**config.mk**
```make
export PLATFORM = sky130hd
export DESIGN_NAME = gtm_front
export DESIGN_NICKNAME = d
export VERILOG_FILES = /design/src/gtm_pkg.sv /design/src/gtm_front.sv
export SDC_FILE = /design/constraint.sdc
export NUM_CORES = 1
export LEC_CHECK = 0
export BUFFER_PORTS_ARGS = -buffer_cell sky130_fd_sc_hd__buf_2
export CORE_MARGIN = 2
export CORE_UTILIZATION = 64
export DETAILED_ROUTE_END_ITERATION = 7
export PLACE_DENSITY = 0.84
export SLEW_MARGIN = 20
export SYNTH_ARGS = -nofsm -noshare
export SYNTH_HDL_FRONTEND = slang
export SYNTH_SLANG_ARGS = --single-unit
```
**constraint.sdc**
```tcl
create_clock -name clk_i -period 14.7 [get_ports clk_i]
set_input_delay 0 -clock clk_i [delete_from_list [all_inputs] [get_ports clk_i]]
set_output_delay 0 -clock clk_i [all_outputs]
set_load 0.03 [all_outputs]
```
**src/gtm_pkg.sv**
```systemverilog
// Shared types and constants for the gray threshold and morphology cleanup block.
// No dependencies.
package gtm_pkg;

  typedef enum logic [1:0] {
    GRAY_AVG  = 2'd0,
    GRAY_PEAK = 2'd1,
    GRAY_LUMA = 2'd2
  } gray_mode_e;

  typedef enum logic [2:0] {
    CFG_GRAY_MODE = 3'd0,
    CFG_BG_THR    = 3'd1,
    CFG_BIN_THR   = 3'd2,
    CFG_RADIUS    = 3'd3,
    CFG_WIDTH     = 3'd4,
    CFG_HEIGHT    = 3'd5
  } cfg_idx_e;

  localparam int unsigned CFG_DW = 11;

  localparam logic [6:0]  LUMA_R      = 7'd30;
  localparam logic [6:0]  LUMA_G      = 7'd59;
  localparam logic [6:0]  LUMA_B      = 7'd11;
  localparam logic [12:0] RECIP100    = 13'd5243;
  localparam int unsigned RECIP100_SH = 19;
  localparam logic [9:0]  RECIP3      = 10'd683;
  localparam int unsigned RECIP3_SH   = 11;

  localparam int unsigned QDEPTH = 4;

  typedef struct packed {
    logic valid;
    logic wr;
    logic pix;
    logic last;
  } slot_t;

endpackage

```
**src/gtm_front.sv**
```systemverilog
// Front end: gray conversion, thresholds and slot counting of pushed items.
// Depends on gtm_pkg.
module gtm_front
  import gtm_pkg::*;
#(
  parameter int unsigned TB = 21
) (
  input  logic          clk_i,
  input  logic          rst_ni,
  input  logic          accept_i,
  input  logic [7:0]    blue_i,
  input  logic [7:0]    green_i,
  input  logic [7:0]    red_i,
  input  logic          flush_i,
  input  gray_mode_e    mode_i,
  input  logic [7:0]    bg_thr_i,
  input  logic [7:0]    bin_thr_i,
  input  logic [TB-1:0] total_i,
  input  logic [TB-1:0] end_i,
  input  logic          clear_i,
  output logic          push_o,
  output slot_t         rec_o
);

  logic [TB-1:0] t_q, t_d;
  logic [9:0]    sum3;
  logic [14:0]   wsum;
  logic [7:0]    avg, luma, mx, gv, gth;
  logic          in_frame;

  always_comb begin
    sum3 = 10'(blue_i) + 10'(green_i) + 10'(red_i);
    wsum = 15'(red_i) * 15'(LUMA_R) + 15'(green_i) * 15'(LUMA_G) + 15'(blue_i) * 15'(LUMA_B);
    avg  = 8'((20'(sum3) * 20'(RECIP3)) >> RECIP3_SH);
    luma = 8'((28'(wsum) * 28'(RECIP100)) >> RECIP100_SH);
    mx   = (blue_i > green_i) ? blue_i : green_i;
    if (red_i > mx) begin
      mx = red_i;
    end
    unique case (mode_i)
      GRAY_PEAK: gv = mx;
      GRAY_LUMA: gv = luma;
      default:   gv = avg;
    endcase
    gth = (gv > bg_thr_i) ? 8'hff : gv;
    in_frame = t_q < total_i;
    push_o = accept_i && !(in_frame && flush_i);
    rec_o.valid = 1'b1;
    rec_o.wr    = in_frame;
    rec_o.pix   = gth > bin_thr_i;
    rec_o.last  = t_q == end_i;
    t_d = t_q;
    if (clear_i) begin
      t_d = '0;
    end else if (push_o) begin
      t_d = rec_o.last ? '0 : t_q + TB'(1);
    end
  end

  always_ff @(posedge clk_i or negedge rst_ni) begin
    if (!rst_ni) begin
      t_q <= '0;
    end else begin
      t_q <= t_d;
    end
  end

endmodule

```
# == Word level (Yosys, flattened, before mapping) ==
# Index checks and enable logic that the tools add are counted.
# Widths: inputs -> output; s select.
# word_totals
regBits,21
in_bits,89
out_inout_bits,5
word_cells,30
# op_classes
addsub,5
mul,5
magnitude_cmp,5
n_eq_ne,3
n_mux,7
n_reduce_logical,4
# op_table
cell,count
$mux 21,3
$gt 8x8->1,4
$mul 15x13->27 const B,1
$mul 8x4->12 const B,2
$mux 8,3
$add 21x1->21 const B,1
$eq 21x21->1,1
$lt 21x21->1,1
$mul 10x10->19 const B,1
$pmux 8 s2,1
$add 13x14->15,1
$add 15x12->15,1
$mul 8x6->14 const B,1
$add 9x8->10,1
$add 8x8->9,1
$eq 2x1->1 const B,1
$eq 2x2->1 const B,1
$logic_and 1x1->1,2
$reduce_bool 2->1,1
$logic_not 1->1,1

# == Logic depth before layout (Yosys ltp) ==
# depth
ltp_word,8
ltp_mapped,61
ltp_nobuf,60

# == Least setup slack after synthesis ==
# Ideal clock, no wire load.
# synth_path
path_kind,input port to output port
from,input red_i[0]
to,output rec_o[1] (netlist bit)
arrival_ps,11519
t_required_ps,14700
path_slack_ps,3181
path_stages,56
n_path_buf,0
cell_sequence,fa_1 fa_1 ha_1 a21o_1 a21oi_1 o21bai_1 a21oi_1 o21bai_1 a21oi_1 xnor2_1 ha_1 inv_1 fa_1 fa_1 inv_1 ha_1 a21oi_1 and2b_1 [20 not listed] nand3_1 ha_1 o21a_1 o21ai_0 nand2b_1 a21oi_1 o21ai_0 o21ai_1 o2111ai_1 ha_1 nor2b_1 o21a_1 o21ai_0 nand2b_1 a21oi_1 nor2_1 a211oi_1 a21oi_1
# synth_lines
item,line,text
start: declaration,gtm_front.sv:13,"input logic [7:0] red_i,"
end: declaration,gtm_front.sv:22,output slot_t rec_o

==> impl_metrics.yaml <==
run_status:
  status: "finished, final reports clean"
sta:
  rsz0062_at_grt: "false"
  post-route-period-util: 0.9009
  setup_tns_ns: 0
  finalHoldViolCount: 0
  setup_viol: 0
  max_freq_mhz: 75.51
  finalClockSkew_ns: 0.004396
  fin_crit_ns: 13.24
  tightest_slew_ns: 0.9862
  finalMaxSlewViolations: 0
  holdWs_ns: 0.1792
  slew_headroom: 0.3381
hold_path:
  hold_class: "input pin to register"
clocking:
  cts_tree: "done"
  numCtsBuffers: 3
  htree_levels: 1
  clock_sinks: 21
  clk_latency_ns: 0.26
  clockBufferDepth: 2
  cts.clk_slew.worst_paths_ns: 0.06
  clock-root-buffer: "clkbuf_16"
  cts_setup_buffers: 0
final_layout:
  regMostFlops: "t_q"
  regArea_um2: 525.5
  largest_register_ffs: 21
  syn_to_final_growth_pct: 6.309
  top_regs: "t_q x21"
  fin_nets: 1931
  fill_cells: 1407
  antenna_cells: 0
  drive_above_1_share: 0.08559
  multiInputGateArea_mm2: 0.01007
critical_path:
  cp.arrival_ns: 13.24
  cp_slowest_stage_delay_ns: 0.59
  setup.worst_path.end_class: "output pin"
  cp_max_fo: 8
  setup.worst_path.class: "input pin to output pin"
  cp_slowest_cell: "fa_1"
  required_ns: 14.70
  worstSetupStartpointType: "input pin"
detailed_routing:
  wl_um: 27470
  post-route-drc-count: 0
  vias: 9545
  drtIter0Drc: 526
  viasPerCell: 5.852
  first_pass_iters: 5
  postRouteAntennaNets: 0
  wl_per_cell_um: 16.84
yosys:
  synth_fp_nets: 1852
  synth_edf_count: 0
  synth_most_common_cell: "inv_1"
  seq_area_frac_synth: 0.04409
  async_flop_share: 1.000
  synth_area_mm2: 0.01192
  syn_avg_cell_area_um2: 9.002
  synth-warning-count: 0
  synth_top_cell_area_share: 0.2950
  synth_top_cell_by_area: "ha_1"
  syn_inst: 1324
  ys_seq_elements: 21
  ys_types: 77
  synth_common_cells: "323 x inv_1, 281 x ha_1, 158 x fa_1"
  synth_flop_cell: "dfrtp_1"
  synth_area_leaders: "ha_1 29%, fa_1 27%, inv_1 10%"
global_routing:
  grt_use_met3: 0.01949
  antenna_found_initial: 0
  grt_pass1_wl_um: 46210
  use_met2: 0.5070
  top_usage_layer: "met2"
  grt-ovfl-total: 0
  grt_pass1_vias: 9902
  track_usage: 0.2868
  met1_usage: 0.3790
  grt_max_degree: 24
floorplan:
  dieArea_mm2: 0.01973
  start_util: 0.6568
  num_io_pins: 94
  die_y_um: 140.5
  die_w_um: 140.5
  fp.coreArea_mm2: 0.01815
  placement_rows: 49
placement:
  gp_congestion: 0.9314
  io_buffers: 92
  hpwl_um: 24220
flow_run:
  cap_violations: 0
==> cells in the final DEF, fill, tap and decap left out, types with 8 or more instances in the layout <==
cell type  Yosys  routed
nand2b_1      10      10
a21oi_1       64      64
o21bai_1       9       9
nor2b_1       15      15
nand3_1       22      22
dfrtp_1       21      21
o21ai_0       24      23
buf_2          4      92
xor2_1        16      16
o21a_1        13      13
ha_1         281     281
nor3_1         8       8
xnor2_1       53      53
a31oi_1        8       8
o21ai_1        9      10
and2_1         8       8
nand4_1       31      31
nand2_1       40      40
a21o_1        27      27
inv_1        323     323
nor2_1        49      49
fa_1         158     158
o31ai_1       16      16
==> cell families (layout without fill, tap and decap cells) <==
| family | Yosys count | count (layout) | share of synthesized area |
|---|---|---|---|
| xor gates and xnor gates | 70 | 70 | 0.05301 |
| muxes | 9 | 9 | 0.007768 |
| and+or+nand+nor | 215 | 215 | 0.09553 |
| other | 1 | 1 | 0.0003146 |
| DFF | 21 | 21 | 0.04409 |
| AOI/OAI and AO/OA | 223 | 223 | 0.1280 |
| adders and majority gates | 439 | 439 | 0.5604 |
| buffers and inverters | 346 | 424 | 0.1110 |
==> path summary, 6_finish.rpt <==
| kind | startpoint | to | slack (ns) | cells past startpoint |
|---|---|---|---|---|
| setup / recovery | red_i[0] | rec_o[1] | 1.46 | 56 |
| hold / removal | clear_i | t_q[2] | 0.18 | 2 |
| setup reg to reg | t_q[10] | t_q[15] | 12.01 | 9 |
| hold reg to reg | t_q[17] | t_q[17] | 0.62 | 1 |
| max in group asynchronous | rst_ni | t_q[16] | 14.11 | 2 |
| min in group asynchronous | rst_ni | t_q[2] | 0.25 | 2 |
==> metal layers <==
layer	routed length, µm	share of wire
met4	890	0.032
met2	13330	0.49
met5	0	0
met1	11760	0.43
met3	1493	0.054
==> per-stage QoR <==
step	instance area, µm²	setup slack [ns]	cells	util
2_1_floorplan	11920	3.181	1324	-
3_3_place_gp	12580	1.982	1626	0.6933
3_5_place_dp	12580	1.614	1626	0.6933
5_1_grt	12670	0.4599	1631	0.6982
6_report	12670	1.457	1631	0.6982
4_1_cts	12670	1.556	1631	0.6982
==> worst max-delay path: cells and delay by family <==
family | cells | cell delay (ns)
AO/OA/AOI/OAI | 25 | 4.91
AND/OR/NAND/NOR | 8 | 0.76
XOR/XNOR | 2 | 0.73
adder cells (fa/ha/maj) | 15 | 6.29
buffers and inverters | 6 | 0.53
==> timing repair <==
item	in CTS	in global routing
setup endpoints to repair	0	0
hold buffers	1	0
hold endpoints to repair	21	0
resized for setup	0	0
==> cell type report <==
| type | instances | share of cell area |
|---|---|---|
| sequential | 21 | 0.04147 |
| timing repair buffer | 96 | 0.03891 |
| tap | 229 | 0.02261 |
| inverter | 324 | 0.09598 |
| multi-input combinational | 957 | 0.7948 |
| clock buffer | 4 | 0.006221 |
Power is not shown: default switching activity piles up to over one toggle a cycle in this logic, so the estimate is an artifact.
