$ cat src/gtm_pkg.sv
// Shared types and constants for the gray threshold and morphology cleanup block.
// No dependencies.
package gtm_pkg;

  typedef enum logic [1:0] {
    GRAY_AVG  = 2'd0,
    GRAY_PEAK = 2'd1,
    GRAY_LUMA = 2'd2
  } gray_mode_e;

  typedef enum logic [2:0] {
    CFG_GRAY_MODE = 3'd0,
    CFG_BG_THR    = 3'd1,
    CFG_BIN_THR   = 3'd2,
    CFG_RADIUS    = 3'd3,
    CFG_WIDTH     = 3'd4,
    CFG_HEIGHT    = 3'd5
  } cfg_idx_e;

  localparam int unsigned CFG_DW = 11;

  localparam logic [6:0]  LUMA_R      = 7'd30;
  localparam logic [6:0]  LUMA_G      = 7'd59;
  localparam logic [6:0]  LUMA_B      = 7'd11;
  localparam logic [12:0] RECIP100    = 13'd5243;
  localparam int unsigned RECIP100_SH = 19;
  localparam logic [9:0]  RECIP3      = 10'd683;
  localparam int unsigned RECIP3_SH   = 11;

  localparam int unsigned QDEPTH = 4;

  typedef struct packed {
    logic valid;
    logic wr;
    logic pix;
    logic last;
  } slot_t;

endpackage

$ cat src/gtm_fifo.sv
// Short queue of slot records between front end and morphology back end.
// Depends on gtm_pkg.
module gtm_fifo
  import gtm_pkg::*;
(
  input  logic  clk_i,
  input  logic  rst_ni,
  input  logic  push_i,
  input  slot_t data_i,
  input  logic  pop_i,
  output slot_t data_o,
  output logic  empty_o,
  output logic  full_o
);

  localparam int unsigned PW = $clog2(QDEPTH);

  slot_t               mem_q [QDEPTH];
  logic [PW-1:0]       wp_q, rp_q;
  logic [PW:0]         cnt_q;
  logic                do_pop;

  assign empty_o = cnt_q == '0;
  assign full_o  = cnt_q == (PW+1)'(QDEPTH);
  assign data_o  = mem_q[rp_q];
  assign do_pop  = pop_i && !empty_o;

  always_ff @(posedge clk_i) begin
    if (push_i) begin
      mem_q[wp_q] <= data_i;
    end
  end

  always_ff @(posedge clk_i or negedge rst_ni) begin
    if (!rst_ni) begin
      wp_q  <= '0;
      rp_q  <= '0;
      cnt_q <= '0;
    end else begin
      if (push_i) begin
        wp_q <= wp_q + PW'(1);
      end
      if (do_pop) begin
        rp_q <= rp_q + PW'(1);
      end
      cnt_q <= cnt_q + (PW+1)'(push_i) - (PW+1)'(do_pop);
    end
  end

endmodule

$ cat config.mk
export PLATFORM = sky130hd
export DESIGN_NAME = gtm_fifo
export DESIGN_NICKNAME = d
export VERILOG_FILES = /design/src/gtm_pkg.sv /design/src/gtm_fifo.sv
export SDC_FILE = /design/constraint.sdc
export NUM_CORES = 1
export LEC_CHECK = 0
export CAP_MARGIN = 0
export CORE_ASPECT_RATIO = 1.1
export CORE_UTILIZATION = 43
export DETAILED_ROUTE_END_ITERATION = 10
export DONT_BUFFER_PORTS = 1
export HOLD_SLACK_MARGIN = 0.12
export PLACE_DENSITY_LB_ADDON = 0.12
export RECOVER_POWER = 25
export SETUP_SLACK_MARGIN = 0.1
export SLEW_MARGIN = 20
export SYNTH_ARGS = -nofsm -noshare
export SYNTH_HDL_FRONTEND = slang
export SYNTH_SLANG_ARGS = --single-unit
$ cat constraint.sdc
create_clock -name clk_i -period 2.42 [get_ports clk_i]
set_input_delay 0.242 -clock clk_i [delete_from_list [all_inputs] [get_ports clk_i]]
set_output_delay 0.242 -clock clk_i [all_outputs]
set_load 0.01 [all_outputs]
# Word-level counts from Yosys, hierarchy flattened
# Memories as Yosys holds them, arrays and structs flattened.
# Index checks and enable logic that the tools add are counted.
totals:
  elab_cells: 14
  ramBits: 16
  in_bits: 8
  out_inout_bits: 6
  reg_bits: 7
  mem_count: 1
mem_list:
  columns: ["name", "words", "word_bits", "rd", "rd_ports_with_merged_regs", "wr", "line_no", "text"]
  rows:
  - ["mem_q", 4, 4, 1, 0, 1, "gtm_fifo.sv:18", "slot_t mem_q [QDEPTH];"]
op_classes:
  reduce_logical: 3
  n_addsub: 4
  eq_ne: 1
  muxes: 2
ops:
  columns: ["op", "count"]
  rows:
  - ["2-bit by 1-bit adder with 2-bit output, second input constant", 2]
  - ["3-bit by 1-bit adder with 3-bit output", 1]
  - ["3-bit equality test, second input constant", 1]
  - ["3-bit logical NOT", 1]
  - ["3-bit by 1-bit subtractor with 3-bit output", 1]
  - ["1-bit two-way mux", 2]
  - ["1-bit logical AND", 1]
  - ["1-bit logical NOT", 1]

# Logic depth before layout (Yosys ltp)
# Gate-level depths: netlist of run 1.
logic_depth:
  ltp_word: 4
  depth_mapped: 9
  mapped_depth_nobuf: 9

# Worst setup path after synthesis of run 1
# No wires, ideal clock.
synth_timing:
  kind: "register to register"
  from: "register cnt_q[1]"
  to: "register cnt_q[2]"
  synth_period_minus_slack_ps: 2002
  arrival_ps: 1877
  required_ps: 2295
  path_buffers: 0
  path_slack_ps: 418
  stages_incl_launch_ff: 10
  setup_time_ps: 125
  path_cell_list: "dfrtp_1 > o31ai_2 > inv_1 > ha_1 > inv_1 > ha_1 > inv_1 > fa_1 > xnor2_1 > xnor2_1"
synth_between:
  elab_chain_len: 4
  word_cells_on_any_way: 5
  classes_between: "2 x add/sub; 3 x reduce/logical"
synth_rtl:
  columns: ["element", "line_no", "text"]
  rows:
  - ["from (decl)", "gtm_fifo.sv:20", "logic [PW:0] cnt_q;"]
  - ["from (signal assigned)", "gtm_fifo.sv:46", "cnt_q <= cnt_q + (PW+1)'(push_i) - (PW+1)'(do_pop);"]
  - ["3-bit logical NOT", "gtm_fifo.sv:23", "assign empty_o = cnt_q == '0;"]
  - ["1-bit logical NOT", "gtm_fifo.sv:26", "assign do_pop = pop_i && !empty_o;"]
  - ["1-bit logical AND", "gtm_fifo.sv:26", null]
  - ["named net do_pop", "gtm_fifo.sv:21", "logic do_pop;"]
  - ["3-bit by 1-bit subtractor with 3-bit output", "gtm_fifo.sv:46", null]
# The timed path passes the listed nets, and every way through them passes these cells.
# A chain may end at the register's enable or synchronous reset.

# Worst setup path after layout of run 1
layout_timing:
  from: "register cnt_q[2]"
  to: "register cnt_q[2]"
# Same word-level chain as after synthesis.

==> impl_metrics.json, run 1 <==
{
  "outcome": "complete, no violations",
  "ir_worst_vdd_mv": 0.627,
  "placed_cells": 84,
  "clock-sinks": 23,
  "tritoncts.num_buffers": 3,
  "initial_antenna_violation_count": 0,
  "buffer_ports.inserted": 0,
  "cts.path.max_buffers": 2,
  "cell_area_after_synthesis_um2": 990,
  "finish.cell_count_without_fillers": 95,
  "design.final.nets": 83,
  "avgViaCountPerCell": 4.99,
  "final_cell_mix": "16 x sky130_fd_sc_hd__edfxtp_1, 7 x sky130_fd_sc_hd__inv_1, 7 x sky130_fd_sc_hd__dlygate4sd3_1, 6 x sky130_fd_sc_hd__ha_1, 6 x sky130_fd_sc_hd__dfrtp_1",
  "worstSkewPairLatency_ns": 0.30,
  "drt-wirelength-per-cell_um": 14.0,
  "netlist_instances": 57,
  "antennaDiodeCount": 0,
  "synth_top_area_share_pct": 48.5,
  "tritoncts_clock_tree": "done",
  "place_ws_ns": 0.277,
  "critical_path.max_fanout": 5,
  "timing_worst_setup_path_type": "register to register",
  "grt_pass1_vias": 508,
  "worst_setup_sp_type": "register",
  "final_common_cell": "sky130_fd_sc_hd__edfxtp_1",
  "route.antenna.remaining_nets": 0,
  "power.density_cell_area_mw_per_mm2": 1080,
  "seq_area_frac_synth_pct": 66.2,
  "detailedRoute.firstIterationViolations": 11,
  "final_routed_wirelength_across_all_metal_layers_um": 1330,
  "groute.layer.met1.usage_pct": 16.8,
  "globalRouteTotalUtil_pct": 13.3,
  "grtUsageMet3_pct": 3.45,
  "worst_setup_path_startpoint": "cnt_q[2]$_DFF_PN0_",
  "clk_transition_reported_paths_ns": 0.12,
  "totalNegativeSetupSlack_ns": 0,
  "dpl.hpwl_um": 942,
  "syn_to_final_growth_pct": 13.3,
  "endpoint_kind": "register",
  "finalWorstSetupSlack_ns": 0.304,
  "rsz0062_at_grt": "false",
  "period_share_pct": 87.4,
  "cts_setup_buffers": 0,
  "max_freq_mhz": 473,
  "dieHeight_um": 52.3,
  "gp_routability_congestion": 0.644,
  "vias": 474,
  "grt.met2_usage_pct": 21.2,
  "row_count": 17,
  "tightestPinTransition_ns": 0.367,
  "synth_top_cell_by_area": "sky130_fd_sc_hd__edfxtp_1",
  "worst_ep_arrival_time_ns": 2.35,
  "yosysWarnings": 0,
  "final.min_clock_period_ns": 2.12,
  "timing.slew.headroom_pct": 75.5,
  "io_pins": 14,
  "n_fill_cell": 195,
  "die_area_mm2": 0.00250,
  "fin_util_pct": 53.8,
  "min-delay-path-class": "input port to asynchronous set/reset pin",
  "postSynthAreaPerCell_um2": 17.4,
  "die_width_um": 47.7,
  "start_util_pct": 47.5,
  "timing.rr.start": "cnt_q[2]$_DFF_PN0_",
  "layout-drive-gt1-share_pct": 14.9,
  "leakage_nw": 0.424,
  "drv_cap": 0,
  "worstPathRequired_ns": 2.65,
  "report.final.slew_viol_count": 0,
  "detail_route.drc_violations": 0,
  "totalPowerFinal_mw": 1.22,
  "grt.overflow.total": 0,
  "grt_max_degree": 14,
  "clock-skew-final_ns": 0.00144,
  "clock_tree.htree_level_count": 1,
  "dr.pass1.iters": 4,
  "coreArea_mm2": 0.00208,
  "grt_pass1_wl_um": 2220,
  "postSynthRegisterBits": 23,
  "final-hold-violation-count": 0,
  "setup_viol_count_final": 0,
  "yosysUniqueCellTypes": 16,
  "top_usage_layer": "met2",
  "synth.top_cells.by_area": "sky130_fd_sc_hd__edfxtp_1 49%, sky130_fd_sc_hd__dfrtp_1 18%, sky130_fd_sc_hd__mux4_2 9.1%",
  "syn_nets": 72,
  "ctsRootBufferMaster": "sky130_fd_sc_hd__clkbuf_4"
}
[worst max-delay path, stage by stage (launching register included)]
cell                      delay [ns]
sky130_fd_sc_hd__dfrtp_1        0.47
sky130_fd_sc_hd__o31ai_4        0.30
sky130_fd_sc_hd__inv_1          0.07
sky130_fd_sc_hd__ha_1           0.27
sky130_fd_sc_hd__inv_1          0.06
sky130_fd_sc_hd__ha_1           0.13
sky130_fd_sc_hd__inv_1          0.05
sky130_fd_sc_hd__fa_1           0.37
sky130_fd_sc_hd__xnor2_1        0.19
sky130_fd_sc_hd__xnor2_1        0.14
[Yosys cell counts]
library cell	n
sky130_fd_sc_hd__xor2_1	1
sky130_fd_sc_hd__mux4_2	4
sky130_fd_sc_hd__fa_1	1
sky130_fd_sc_hd__o21ai_0	1
sky130_fd_sc_hd__nor3_1	1
sky130_fd_sc_hd__edfxtp_1	16
sky130_fd_sc_hd__ha_1	6
sky130_fd_sc_hd__inv_1	7
sky130_fd_sc_hd__xnor2_1	4
sky130_fd_sc_hd__nor3b_1	1
sky130_fd_sc_hd__buf_6	1
sky130_fd_sc_hd__dfrtp_1	7
sky130_fd_sc_hd__and2_1	4
sky130_fd_sc_hd__o31ai_2	1
sky130_fd_sc_hd__nand2_1	1
sky130_fd_sc_hd__o311ai_1	1
[metal layers]
layer	vias up	wire length, um
li1	224	-
met1	240	605
met2	8	659
met3	2	60
met4	0	9
met5	-	0
[sequential cells by signal (all words and copies together) (netlist names)]
| register | flops |
|---|---|
| cnt_q | 3 |
| wp_q | 2 |
| rp_q | 2 |
| mem_q | 16 |
[through the flow]
step	hold slack [ns]	area [um2]
global route	0.270	1120
global placement	-0.0534	1010
CTS	0.262	1110
detailed placement	-0.0534	1010
finish	0.265	1120
floorplan	-0.0536	990
[timing repair]
item / CTS / global route
hold buffers: 7 / 0
endpoints found under the hold margin: 28 / 0
gates resized for setup: 0 / 2
setup endpoints to repair: 0 / 1
[area by class of cell]
class,instances,area (um2),area share (%)
well taps,28,35.0,3.12
clock buffers,3,22.5,2.01
multi-input cells,26,305,27.2
repair buffers,7,70.1,6.25
inverters,7,26.3,2.34
flip-flops and latches,23,657,58.6
clock inverters,1,5.00,0.446
[logic make-up after synthesis]
logic type	count (synthesis)	share of synthesized area, %
AO/OA/AOI/OAI	3	2.65
XOR/XNOR	5	4.42
adder cells (fa/ha/maj)	7	9.61
buffers and inverters	8	3.79
flip-flops	23	66.2
multiplexers	4	9.10
AND/OR/NAND/NOR	7	4.17
[final timing paths]
kind / end / cells after the start / slack [ns]
max: cnt_q[2]$_DFF_PN0_ / 9 / 0.30
min: rp_q[1]$_DFFE_PN0P_ / 1 / 0.26
max reg2reg: cnt_q[2]$_DFF_PN0_ / 9 / 0.30
max in group asynchronous: cnt_q[1]$_DFF_PN0_ / 1 / 1.88
min in group clk_i: mem_q[0][0]$_DFFE_PP_ / 1 / 0.31
min reg2reg: wp_q[0]$_DFFE_PN0P_ / 1 / 0.55
[power by group]
group,total [mW],switching (mW),internal [mW],leakage (nW)
Sequential,0.668,0.125,0.543,0.228
Clock,0.172,0.110,0.0616,0.0177
Combinational,0.376,0.178,0.198,0.178
Total,1.22,0.413,0.803,0.424
Power figures use the tool's default switching activity.
==> inputs of run 2 (changes only) <==
Settings changed: CORE_ASPECT_RATIO 1.1 to 1.25, CORE_MARGIN set to 5.
==> impl_metrics.json, run 2 (synthesis results as in run 1) <==
{
  "power.density_cell_area_mw_per_mm2": 1060,
  "final_cell_mix": "16 x sky130_fd_sc_hd__edfxtp_1, 7 x sky130_fd_sc_hd__inv_1, 7 x sky130_fd_sc_hd__dfrtp_1, 7 x sky130_fd_sc_hd__dlygate4sd3_1, 6 x sky130_fd_sc_hd__ha_1",
  "die_area_mm2": 0.00337,
  "critical_path.max_fanout": 6,
  "antennaDiodeCount": 0,
  "io_pins": 14,
  "coreArea_mm2": 0.00221,
  "timing.rr.start": "cnt_q[1]$_DFF_PN0_",
  "totalNegativeSetupSlack_ns": 0,
  "detailedRoute.firstIterationViolations": 2,
  "timing.slew.headroom_pct": 74.8,
  "ff2ff_setup_slack_ns": 0.30,
  "initial_antenna_violation_count": 0,
  "final.min_clock_period_ns": 2.12,
  "report.final.slew_viol_count": 0,
  "power.clock.fraction_pct": 13.7,
  "finalWorstSetupSlack_ns": 0.302,
  "worst_ep_arrival_time_ns": 2.31,
  "grt_pass1_vias": 489,
  "min-delay-path-class": "input port to asynchronous set/reset pin",
  "globalRouteTotalUtil_pct": 9.52,
  "worst_setup_sp_type": "register",
  "gp_routability_congestion": 0.645,
  "die_width_um": 52.9,
  "design.final.nets": 83,
  "clock-skew-final_ns": 0.00452,
  "p_int_mw": 0.795,
  "dpl.hpwl_um": 1000,
  "route.antenna.remaining_nets": 0,
  "layout-drive-gt1-share_pct": 13.4,
  "final-hold-violation-count": 0,
  "clock-sinks": 23,
  "dieHeight_um": 63.6,
  "leakage_nw": 0.424,
  "top_register": "mem_q",
  "ctsRootBufferMaster": "sky130_fd_sc_hd__clkbuf_4",
  "vias": 470,
  "drt-wirelength-per-cell_um": 13.9,
  "timing_worst_setup_path_type": "register to register",
  "period_share_pct": 87.5,
  "start_util_pct": 44.8,
  "cts_setup_buffers": 0,
  "ir_worst_vdd_mv": 0.753,
  "setup_viol_count_final": 0,
  "grt_pass1_wl_um": 2330,
  "tritoncts_clock_tree": "done",
  "avgViaCountPerCell": 4.80,
  "ff2ff_path_depth": 9,
  "p_sw_share_pct": 32.8,
  "final_common_cell": "sky130_fd_sc_hd__edfxtp_1",
  "tritoncts.num_buffers": 3,
  "clock_tree.htree_level_count": 1,
  "drv_cap": 0,
  "power_switching_mw": 0.387,
  "tightestPinTransition_ns": 0.377,
  "rsz0062_at_grt": "false",
  "worstSkewPairLatency_ns": 0.29,
  "outcome": "complete, no violations",
  "largest_register_ffs": 16,
  "power.combinational.fraction_pct": 30.7,
  "timing.rr.end": "cnt_q[2]$_DFF_PN0_",
  "biggestRegsByFlops": "mem_q: 16 flops, cnt_q: 3 flops",
  "row_count": 19,
  "buffer_ports.inserted": 0,
  "max_freq_mhz": 472,
  "grt.overflow.total": 0,
  "grt_max_degree": 14,
  "dr.pass1.iters": 2,
  "clk_transition_reported_paths_ns": 0.12,
  "final_routed_wirelength_across_all_metal_layers_um": 1360,
  "place_ws_ns": 0.310,
  "worstPathRequired_ns": 2.61,
  "syn_to_final_growth_pct": 12.6,
  "power_frac_seq_pct": 55.6,
  "detail_route.drc_violations": 0,
  "n_fill_cell": 209,
  "endpoint_kind": "register",
  "cts.path.max_buffers": 2
}
-- run 2: cell counts in the layout (fill, tap and decap cells not counted) --
Identical to the previous run, type by type.
-- run 2: worst max-delay path by stage --
stage | depth (start not counted) | start | to | slack (ns)
after floorplan | 9 | cnt_q[1]$_DFF_PN0_ | cnt_q[2]$_DFF_PN0_ | 0.42
after global placement | 9 | cnt_q[1]$_DFF_PN0_ | cnt_q[2]$_DFF_PN0_ | 0.31
after detailed placement | 9 | cnt_q[1]$_DFF_PN0_ | cnt_q[2]$_DFF_PN0_ | 0.31
after CTS | 9 | cnt_q[1]$_DFF_PN0_ | cnt_q[2]$_DFF_PN0_ | 0.28
after global routing | 9 | cnt_q[1]$_DFF_PN0_ | cnt_q[2]$_DFF_PN0_ | 0.15
final | 9 | cnt_q[1]$_DFF_PN0_ | cnt_q[2]$_DFF_PN0_ | 0.30
-- run 2: power groups by stage --
stage	Sequential [mW]	Clock (mW)	Combinational, mW
after floorplan	0.622	0	0.349
after global placement	0.669	0	0.353
after detailed placement	0.671	0	0.360
after CTS	0.662	0.171	0.373
after global routing	0.681	0.195	0.419
final	0.658	0.162	0.363
-- run 2: through the flow --
step / power, mW / util, % / hold WS [ns] / area [um2] / instances
floorplan: 0.971 / - / -0.0536 / 990 / 57
global placement: 1.02 / 46.0 / -0.0534 / 1020 / 87
detailed placement: 1.03 / 46.0 / -0.0534 / 1020 / 87
CTS: 1.21 / 50.4 / 0.258 / 1110 / 98
global route: 1.30 / 50.4 / 0.247 / 1110 / 98
finish: 1.18 / 50.4 / 0.257 / 1110 / 98
-- run 2: final cells by class --
type	instances	area, um2	area share (%)
Inverter	7	26.3	2.36
Tap cell	31	38.8	3.48
Sequential cell	23	656	58.8
Clock buffer	3	22.5	2.02
Timing Repair Buffer	7	70.1	6.29
Clock inverter	1	5.00	0.449
Multi-Input combinational cell	26	297	26.6
-- run 2: what timing repair did --
| item | in CTS | in global routing |
|---|---|---|
| resized for setup | 0 | 0 |
| hold endpoints to repair | 28 | 0 |
| hold buffers | 7 | 0 |
-- run 2: worst max-delay path, cell delays in order, from the launching register on --
cell	delay, ns
sky130_fd_sc_hd__dfrtp_1	0.49
sky130_fd_sc_hd__o31ai_2	0.31
sky130_fd_sc_hd__inv_1	0.07
sky130_fd_sc_hd__ha_1	0.27
sky130_fd_sc_hd__inv_1	0.06
sky130_fd_sc_hd__ha_1	0.13
sky130_fd_sc_hd__inv_1	0.05
sky130_fd_sc_hd__fa_1	0.37
sky130_fd_sc_hd__xnor2_1	0.14
sky130_fd_sc_hd__xnor2_1	0.13
-- run 2: layer usage --
metal / share of wire, % / vias to the layer above / track usage, %
met1: 40 / 233 / 10.6
met2: 55 / 9 / 16.8
li1: - / 226 / -
met4: 0.66 / 0 / 3.83
met3: 4.2 / 2 / 2.36
met5: 0 / - / 0
==> inputs of run 3 (changes only) <==
Settings changed: ABC_AREA set to 1.
==> impl_metrics.json, run 3 <==
{
  "outcome": "complete, no violations",
  "timing.slew.headroom_pct": 70.9,
  "detailedRoute.firstIterationViolations": 7,
  "final.min_clock_period_ns": 1.95,
  "row_count": 20,
  "design.final.nets": 130,
  "yosys-mux-area-fraction_pct": 0,
  "vias": 659,
  "synth_fa_ha_area_share_pct": 8.88,
  "p_int_mw": 0.766,
  "dr.pass1.iters": 4,
  "initial_antenna_violation_count": 0,
  "biggestRegsByFlops": "mem_q: 16 flops, cnt_q: 3 flops",
  "power.density_cell_area_mw_per_mm2": 1050,
  "period_share_pct": 80.6,
  "worst_setup_sp_type": "register",
  "die_area_mm2": 0.00360,
  "timing.rr.start": "cnt_q[1]$_DFF_PN0_",
  "coreArea_mm2": 0.00240,
  "rsz0062_at_grt": "false",
  "postSynthAreaPerCell_um2": 10.2,
  "place_ws_ns": 0.479,
  "dpl.hpwl_um": 1200,
  "grt.met2_usage_pct": 18.0,
  "synth-edff-count": 16,
  "drv_cap": 0,
  "cell_area_after_synthesis_mm2": 0.00107,
  "p_sw_share_pct": 39.0,
  "gp_routability_congestion": 0.703,
  "grt_pass1_wl_um": 2770,
  "worst_setup_path_startpoint": "cnt_q[1]$_DFF_PN0_",
  "totalPowerFinal_mw": 1.26,
  "clock_tree.htree_level_count": 1,
  "buffer_ports.inserted": 0,
  "seq_area_frac_synth_pct": 61.2,
  "top_usage_layer": "met2",
  "yosys.area_share.xor_xnor_pct": 2.45,
  "dieHeight_um": 65.8,
  "timing.hold.worst.start": "pop_i",
  "route.antenna.remaining_nets": 0,
  "report.final.slew_viol_count": 0,
  "largest_register_ffs": 16,
  "final_common_cell": "sky130_fd_sc_hd__nand2_1",
  "tritoncts.num_buffers": 3,
  "ctsRootBufferMaster": "sky130_fd_sc_hd__clkbuf_4",
  "cts.path.max_buffers": 2,
  "totalNegativeSetupSlack_ns": 0,
  "drt-wirelength-per-cell_um": 11.0,
  "post_synth_and_or_nand_nor_area_fraction_pct": 14.4,
  "avgViaCountPerCell": 4.48,
  "tightestPinTransition_ns": 0.436,
  "finalWorstSetupSlack_ns": 0.469,
  "netlist_instances": 105,
  "grtUsageMet3_pct": 3.16,
  "groute.layer.met1.usage_pct": 12.6,
  "critical_path.max_fanout": 5,
  "synth_top_area_share_pct": 44.9,
  "yosys-top-cells-count": "28 x sky130_fd_sc_hd__nand2_1, 20 x sky130_fd_sc_hd__inv_1, 16 x sky130_fd_sc_hd__edfxtp_1",
  "globalRouteTotalUtil_pct": 11.0,
  "io_pins": 14,
  "post_cts_resized": 0,
  "syn_to_final_growth_pct": 11.4,
  "antennaDiodeCount": 0,
  "yosysUniqueCellTypes": 16,
  "die_width_um": 54.6,
  "worst_ep_arrival_time_ns": 2.16,
  "clock-skew-final_ns": 0.00179,
  "worstPathRequired_ns": 2.63,
  "largest_family_of_logic_cells_by_synthesized_area": "simple AND/OR/NAND/NOR gates",
  "power.clock.fraction_pct": 13.3,
  "grt.overflow.total": 0,
  "yosysWarnings": 0,
  "dominantRegCellSynth": "sky130_fd_sc_hd__edfxtp_1",
  "grt_pass1_vias": 648,
  "max_freq_mhz": 512,
  "synth.top_cells.by_area": "sky130_fd_sc_hd__edfxtp_1 45%, sky130_fd_sc_hd__dfrtp_1 16%, sky130_fd_sc_hd__nand2_1 9.8%",
  "postSynthRegisterBits": 23,
  "min-delay-path-class": "input port to register",
  "clk_transition_reported_paths_ns": 0.12,
  "async_flop_share_pct": 30.4,
  "final_routed_wirelength_across_all_metal_layers_um": 1620,
  "start_util_pct": 44.6,
  "endpoint_kind": "register",
  "ff2ff_setup_slack_ns": 0.47,
  "syn_nets": 120,
  "top_register": "mem_q",
  "detail_route.drc_violations": 0,
  "tritoncts_clock_tree": "done",
  "post-synth-top-count-cell": "sky130_fd_sc_hd__nand2_1",
  "power_switching_mw": 0.490,
  "clock-sinks": 23,
  "setup_viol_count_final": 0,
  "timing_worst_setup_path_type": "register to register",
  "power.combinational.fraction_pct": 36.1,
  "final-hold-violation-count": 0,
  "layout-drive-gt1-share_pct": 3.51,
  "power_frac_seq_pct": 50.6,
  "synth_top_cell_by_area": "sky130_fd_sc_hd__edfxtp_1",
  "synth-compound-area-share_pct": 4.21,
  "worstSkewPairLatency_ns": 0.30,
  "final_cell_mix": "28 x sky130_fd_sc_hd__nand2_1, 20 x sky130_fd_sc_hd__inv_1, 16 x sky130_fd_sc_hd__edfxtp_1, 9 x sky130_fd_sc_hd__nor2_1",
  "leakage_nw": 0.572,
  "ir_worst_vdd_mv": 0.520,
  "grt_max_degree": 16
}
run 3: cell count changes in the layout (fill, tap and decap cells not counted), moves of 2 or more:
cell	delta
sky130_fd_sc_hd__xnor2_1	-3
sky130_fd_sc_hd__nand2_1	+27
sky130_fd_sc_hd__nor2_1	+9
sky130_fd_sc_hd__o21ai_1	+2
sky130_fd_sc_hd__and2_1	-4
sky130_fd_sc_hd__mux4_2	-4
sky130_fd_sc_hd__inv_1	+13
sky130_fd_sc_hd__o21ai_0	+6
sky130_fd_sc_hd__nand3_1	+2
run 3: kinds of logic (layout without fill, tap and decap cells):
family / Yosys count / count (layout)
flip-flops: 23 / 23
adder cells (fa/ha/maj): 7 / 7
AO/OA/AOI/OAI: 9 / 9
XOR/XNOR: 3 / 3
buffers and inverters: 23 / 32
AND/OR/NAND/NOR: 40 / 40
run 3: layout make-up:
| type | count | area, um2 |
|---|---|---|
| Clock buffer | 3 | 22.5 |
| Timing Repair Buffer | 7 | 70.1 |
| Clock inverter | 1 | 5.00 |
| Tap cell | 33 | 41.3 |
| Fill cell | 235 | 1210 |
| Multi-Input combinational cell | 59 | 320 |
| Sequential cell | 23 | 656 |
| Inverter | 21 | 78.8 |
run 3: final timing paths:
check | to | cells after the start
worst max-delay path | cnt_q[1]$_DFF_PN0_ | 10
worst min-delay path | rp_q[1]$_DFFE_PN0P_ | 4
worst max register to register | cnt_q[1]$_DFF_PN0_ | 10
worst min register to register | rp_q[1]$_DFFE_PN0P_ | 2
max in group asynchronous | cnt_q[0]$_DFF_PN0_ | 1
min in group asynchronous | rp_q[1]$_DFFE_PN0P_ | 1
run 3: power groups by stage:
stage,Combinational [mW],Sequential [mW],Clock (mW)
after floorplan,0.398,0.612,0
after global placement,0.440,0.643,0
after detailed placement,0.449,0.648,0
after CTS,0.467,0.639,0.174
after global routing,0.543,0.655,0.202
final,0.453,0.635,0.167
run 3: per-stage QoR:
step	std cells	util, %	hold slack, ns	instance area, um2
2_1_floorplan	105	-	-0.0536	1070
3_3_place_gp	136	45.6	-0.0534	1100
3_5_place_dp	136	45.6	-0.0534	1100
4_1_cts	147	49.7	0.164	1190
5_1_grt	147	49.7	0.173	1190
6_report	147	49.7	0.173	1190
run 3: critical path, cell delays in order (launching register included):
cell	delay, ns
sky130_fd_sc_hd__dfrtp_1	0.47
sky130_fd_sc_hd__nor2_1	0.13
sky130_fd_sc_hd__nand2_1	0.12
sky130_fd_sc_hd__nand2_1	0.10
sky130_fd_sc_hd__inv_1	0.05
sky130_fd_sc_hd__ha_1	0.26
sky130_fd_sc_hd__inv_1	0.06
sky130_fd_sc_hd__ha_1	0.13
sky130_fd_sc_hd__inv_1	0.05
sky130_fd_sc_hd__fa_1	0.47
sky130_fd_sc_hd__inv_1	0.04
run 3: per-layer routing:
metal	routed length (um)	vias to the layer above	share of wire, %
met4	18	0	1.1
li1	-	343	-
met2	839	12	52
met1	681	302	42
met3	83	2	5.1
met5	0	-	0
run 3: timing repair:
item | in CTS | in global routing
hold buffers | 7 | 0
setup buffers | 0 | 0
endpoints found under the hold margin | 27 | 0
setup endpoints to repair | 0 | 0
